**src/rtl/core/pvm_pkg.sv**
```systemverilog
// Shared constants and types for the pose to view matrix block.
package pvm_pkg;

    localparam int QW      = 16;
    localparam int PW      = 32;
    localparam int SQW     = 32;
    localparam int NW      = 34;
    localparam int N2W     = 33;
    localparam int MAGW    = 33;
    localparam int DW      = 34;
    localparam int QBITS   = 15;
    localparam int RW      = 49;
    localparam int VW      = 16;
    localparam int PRODW   = 48;
    localparam int SUMW    = 50;
    localparam int RNDW    = 36;
    localparam int TW      = 37;
    localparam int LANES   = 9;
    localparam int AXES    = 3;
    localparam int QDEPTH  = 4;
    localparam int QAW     = 2;
    localparam int ONE_Q14 = 16384;
    localparam int HALF_Q14 = 8192;
    localparam int FRAC    = 14;
    localparam int SCALE   = 15;

    localparam logic signed [TW-1:0] SAT_MAX = TW'(64'sd2147483647);
    localparam logic signed [TW-1:0] SAT_MIN = -TW'(64'sd2147483648);

    typedef struct packed {
        logic                       zero;
        logic [N2W-1:0]             n2;
        logic [LANES-1:0][NW-1:0]   num;
        logic [AXES-1:0][PW-1:0]    pos;
    } pvm_item_t;

endpackage

```
**src/rtl/core/pvm_queue.sv**
```systemverilog
// Small register FIFO between the front and back ends.
module pvm_queue
    import pvm_pkg::*;
(
    input  logic      clk,
    input  logic      rst_n,
    input  logic      push,
    input  pvm_item_t din,
    input  logic      pop,
    output pvm_item_t dout,
    output logic      full,
    output logic      empty
);

    pvm_item_t        mem_reg [QDEPTH];
    logic [QAW-1:0]   wr_ptr_reg;
    logic [QAW-1:0]   rd_ptr_reg;
    logic [QAW:0]     count_reg;

    assign full  = (count_reg == (QAW+1)'(QDEPTH));
    assign empty = (count_reg == '0);
    assign dout  = mem_reg[rd_ptr_reg];

    always_ff @(posedge clk or negedge rst_n)
    begin
        if (!rst_n)
        begin
            wr_ptr_reg <= '0;
            rd_ptr_reg <= '0;
            count_reg  <= '0;
        end
        else
        begin
            if (push)
            begin
                wr_ptr_reg <= wr_ptr_reg + 1'b1;
            end
            if (pop)
            begin
                rd_ptr_reg <= rd_ptr_reg + 1'b1;
            end
            if (push && !pop)
            begin
                count_reg <= count_reg + 1'b1;
            end
            else if (pop && !push)
            begin
                count_reg <= count_reg - 1'b1;
            end
        end
    end

    always_ff @(posedge clk)
    begin
        if (push)
        begin
            mem_reg[wr_ptr_reg] <= din;
        end
    end

endmodule

```
**config.mk**
```make
export PLATFORM = sky130hd
export DESIGN_NAME = pvm_queue
export DESIGN_NICKNAME = d
export VERILOG_FILES = /design/src/rtl/core/pvm_pkg.sv /design/src/rtl/core/pvm_queue.sv
export SDC_FILE = /design/constraint.sdc
export NUM_CORES = 1
export LEC_CHECK = 0
export BUFFER_PORTS_ARGS = -buffer_cell sky130_fd_sc_hd__buf_4
export CORE_AREA = 2 2 363 365
export DETAILED_ROUTE_END_ITERATION = 6
export DIE_AREA = 0 0 365 367
export GPL_TIMING_DRIVEN = 0
export PLACE_DENSITY = 0.76
export SLEW_MARGIN = 40
export SYNTH_ARGS = -nofsm -noshare
export SYNTH_HDL_FRONTEND = slang
export SYNTH_SLANG_ARGS = --single-unit
export TNS_END_PERCENT = 100
```
**constraint.sdc**
```tcl
create_clock -name clk -period 12.7 [get_ports clk]
set_clock_uncertainty 0.2 [all_clocks]
set_input_delay 2.54 -clock clk [delete_from_list [all_inputs] [get_ports clk]]
set_output_delay 2.54 -clock clk [all_outputs]
set_load 0.02 [all_outputs]
```
==> run_results.csv <==
group,metric,value,unit
global_routing,grt_util_met2,35.7,%
clock_network,post_cts.resized_instances,0,
synth,synth_seq_cells,1751,
worst_setup_path,worstRegToRegCells,8,
worst_setup_path,cp-start-kind,"register",
synth,synthesis.area_per_instance,28.0,µm²
synth,netlist-cell-type-count,20,
worst_setup_path,critPathArrivalTime,3.32,ns
placed_design,globalplace.congestion,0.750,
worst_setup_path,crit_path_cell_trace,"clkbuf_1 > clkbuf_1 > buf_2 > mux4_1 > buf_4",
timing,worst_slew_margin_rel,47.8,%
clock_network,ctsLongestPathBuffers,3,
timing,rsz_0062_raised_after_global_routing,"false",
timing,worst_slack,6.64,ns
clock_network,cts_inserted_buffers,173,
floorplanning,die_width,365,µm
synth,combinational_family_with_the_most_area_after_synthesis,"multiplexers",
placed_design,placed_cells_incl_taps,5005,
floorplanning,initial_utilization,49.7,%
layout,final_nets,3871,
job,max_cap_violation_count,0,
placed_design,dpl.hpwl,99400,µm
power,cellLeakagePower,0.0283,µW
clock_network,worst_setup_hold_path_clk_slew,0.06,ns
global_routing,grt_pass1_vias,30300,
global_routing,grt_most_used_layer,"met2",
clock_network,cts_htree_levels,4,
hold_path,holdCritPathClass,"register to register",
placed_design,dp_worst_setup_slack,7.12,ns
synth,synthesized_area_fraction_occupied_by_adder_cells,0.127,%
clock_network,cts.root.buffer_cell,"sky130_fd_sc_hd__clkbuf_16",
power,p_per_area,240,nW/µm²
synth,yosys.area_share.simple,0.0753,%
clock_network,clock_sink_count,1751,
global_routing,global_route.overflow_total,0,
route,drt-initial-drc-count,2629,
timing,fin_hold_ws,0.287,ns
worst_setup_path,setup.worst_path.end_class,"output port",
global_routing,grt_max_degree,38,
synth,synth_compound_gate_area_share,0.00772,%
route,drt_first_pass_iters,6,
worst_setup_path,cp_common_cell,"sky130_fd_sc_hd__clkbuf_1",
route,via_per_inst,5.55,
layout,final_cell_count_no_fill,5323,
synth,synthCells,2312,
floorplanning,die-area,134000,µm²
timing,setup_viol_count_final,0,
layout,largest_register_ff_count,1744,
clock_network,clk_latency,0.80,ns
synth,mux_contribution_to_synthesized_area,17.4,%
layout,commonest_cells_after_routing_fill_and_taps_aside,"1744 x sky130_fd_sc_hd__edfxtp_1, 877 x sky130_fd_sc_hd__buf_4, 377 x sky130_fd_sc_hd__mux4_1, 179 x sky130_fd_sc_hd__clkbuf_16, 61 x sky130_fd_sc_hd__buf_12",
floorplanning,num_io_pins,878,
timing,timing_worst_slew_pin_value,0.783,ns
layout,final_layout_size_suffix_gt1_share,37.0,%
worst_setup_path,worstPathRequired,9.96,ns
placed_design,place.port_buffers,877,
timing,period_share,47.7,%
floorplanning,std_cell_rows,133,
timing,post-route-min-period,6.06,ns
layout,flow.area_growth_from_synthesis,23.5,%
clock_network,cts_post_setup_buffers_inserted,0,
outcome,status,"completed",
power,power,19200,µW
clock_network,cts_tree,"done",
synth,synth_xor_area_share,0.0811,%
layout,final_common_cell,"sky130_fd_sc_hd__edfxtp_1",
worst_setup_path,critical_path_class,"register to output port",
floorplanning,floorplan.die.height,367,µm
hold_path,whs_path_depth,1,
power,peakVddDrop,0.178,mV
synth,ys_seq_area_share,81.1,%
floorplanning,core_region_area,130000,µm²
global_routing,globalRouteMet1Util,25.3,%
global_routing,antenna_violations_before_repair,30,
timing,report.final.hold_viol_count,0,
global_routing,global_route.usage.total,21.4,%
route,wirelength_routed,145000,µm
timing,maxClockFrequency,165,MHz
synth,postSynthNetCount,2758,
worst_setup_path,worst_path_max_delay_cell,"sky130_fd_sc_hd__clkbuf_1",
worst_setup_path,critPathMaxStageDelay,0.63,ns
timing,final-max-slew-violation-count,0,
synth,synthesis.area,64800,µm²
route,remaining_drc_errors,0,
route,via_count,29500,
layout,fin_util,61.4,%
synth,synthesis.yosys.warnings,0,
worst_setup_path,crit_path_max_fanout,10,
route,wl_per_cell,27.3,µm
global_routing,grt_pass1_wl,206000,µm
global_routing,grtUsageMet3,8.22,%
route,postRouteAntennaNets,0,
clock_network,cts_hold_repair.buffers,0,
-- metrics by stage --
step | setup TNS (ns) | cell area (µm²)
after detailed placement | 0 | 74800
after global routing | 0 | 80000
after global placement | -3790.48 | 73600
final | 0 | 80000
after floorplan | -272.63 | 64800
after CTS | 0 | 80000
-- worst paths after layout --
path	endpoint	startpoint	slack (ns)
max	dout[415]	rd_ptr_reg[1]	6.64
min	count_reg[2]	count_reg[2]	0.29
max reg2reg	mem_reg[3][202]	wr_ptr_reg[0]	9.66
min reg2reg	count_reg[2]	count_reg[2]	0.29
max in group asynchronous	rd_ptr_reg[0]	rst_n	10.80
min in group asynchronous	count_reg[1]	rst_n	1.34
-- critical path, delay by kind of cell, from the launching register on --
family | cells | cell delay, ns
muxes | 1 | 0.47
DFF | 1 | 0.32
buffers and inverters | 4 | 1.74
-- area by class of cell --
| type | count | area (µm²) |
|---|---|---|
| Clock buffer | 225 | 4650 |
| Antenna cell | 15 | 37.5 |
| Buffer | 98 | 806 |
| Fill cell | 8674 | 50400 |
| Clock inverter | 78 | 547 |
| Tap cell | 1755 | 2200 |
| Timing Repair Buffer | 938 | 7800 |
| Sequential cell | 1751 | 52500 |
| Inverter | 4 | 15.0 |
| Multi-Input combinational cell | 459 | 11400 |
-- cell usage after synthesis --
master	n	area (µm²)
sky130_fd_sc_hd__and2_1	4	25.0
sky130_fd_sc_hd__xor2_1	4	35.0
sky130_fd_sc_hd__ha_1	5	62.6
sky130_fd_sc_hd__buf_8	5	75.1
sky130_fd_sc_hd__fa_1	1	20.0
sky130_fd_sc_hd__buf_6	43	484
sky130_fd_sc_hd__edfxtp_1	1744	52400
sky130_fd_sc_hd__nor3b_1	1	7.51
sky130_fd_sc_hd__mux2_2	1	11.3
sky130_fd_sc_hd__xnor2_1	2	17.5
sky130_fd_sc_hd__clkbuf_1	5	18.8
sky130_fd_sc_hd__mux4_1	377	9910
sky130_fd_sc_hd__mux4_2	59	1330
sky130_fd_sc_hd__inv_1	4	15.0
sky130_fd_sc_hd__nor3_1	1	5.00
sky130_fd_sc_hd__nor2_1	1	3.75
sky130_fd_sc_hd__buf_2	45	225
sky130_fd_sc_hd__nand2_1	2	7.51
sky130_fd_sc_hd__o21ai_0	1	5.00
sky130_fd_sc_hd__dfrtp_1	7	175
-- power by group --
group	total, µW	internal (µW)	switching (µW)
sequential	7720	7530	188
combinational	6810	2910	3900
clock	4720	2640	2080
total	19200	13100	6170
-- metal layers --
metal / vias up / wire length [µm]
met3: 244 / 14100
met5: - / 180
met1: 15400 / 52900
met2: 1145 / 74200
li1: 12800 / -
met4: 30 / 3960
-- cells by family after synthesis --
logic type | after synthesis
multiplexers | 437
flip-flops | 1751
AO/OA/AOI/OAI | 1
buffers and inverters | 102
XOR/XNOR | 6
AND/OR/NAND/NOR | 9
adder cells (fa/ha/maj) | 6
Note: power is estimated with default switching activity, not from simulation.
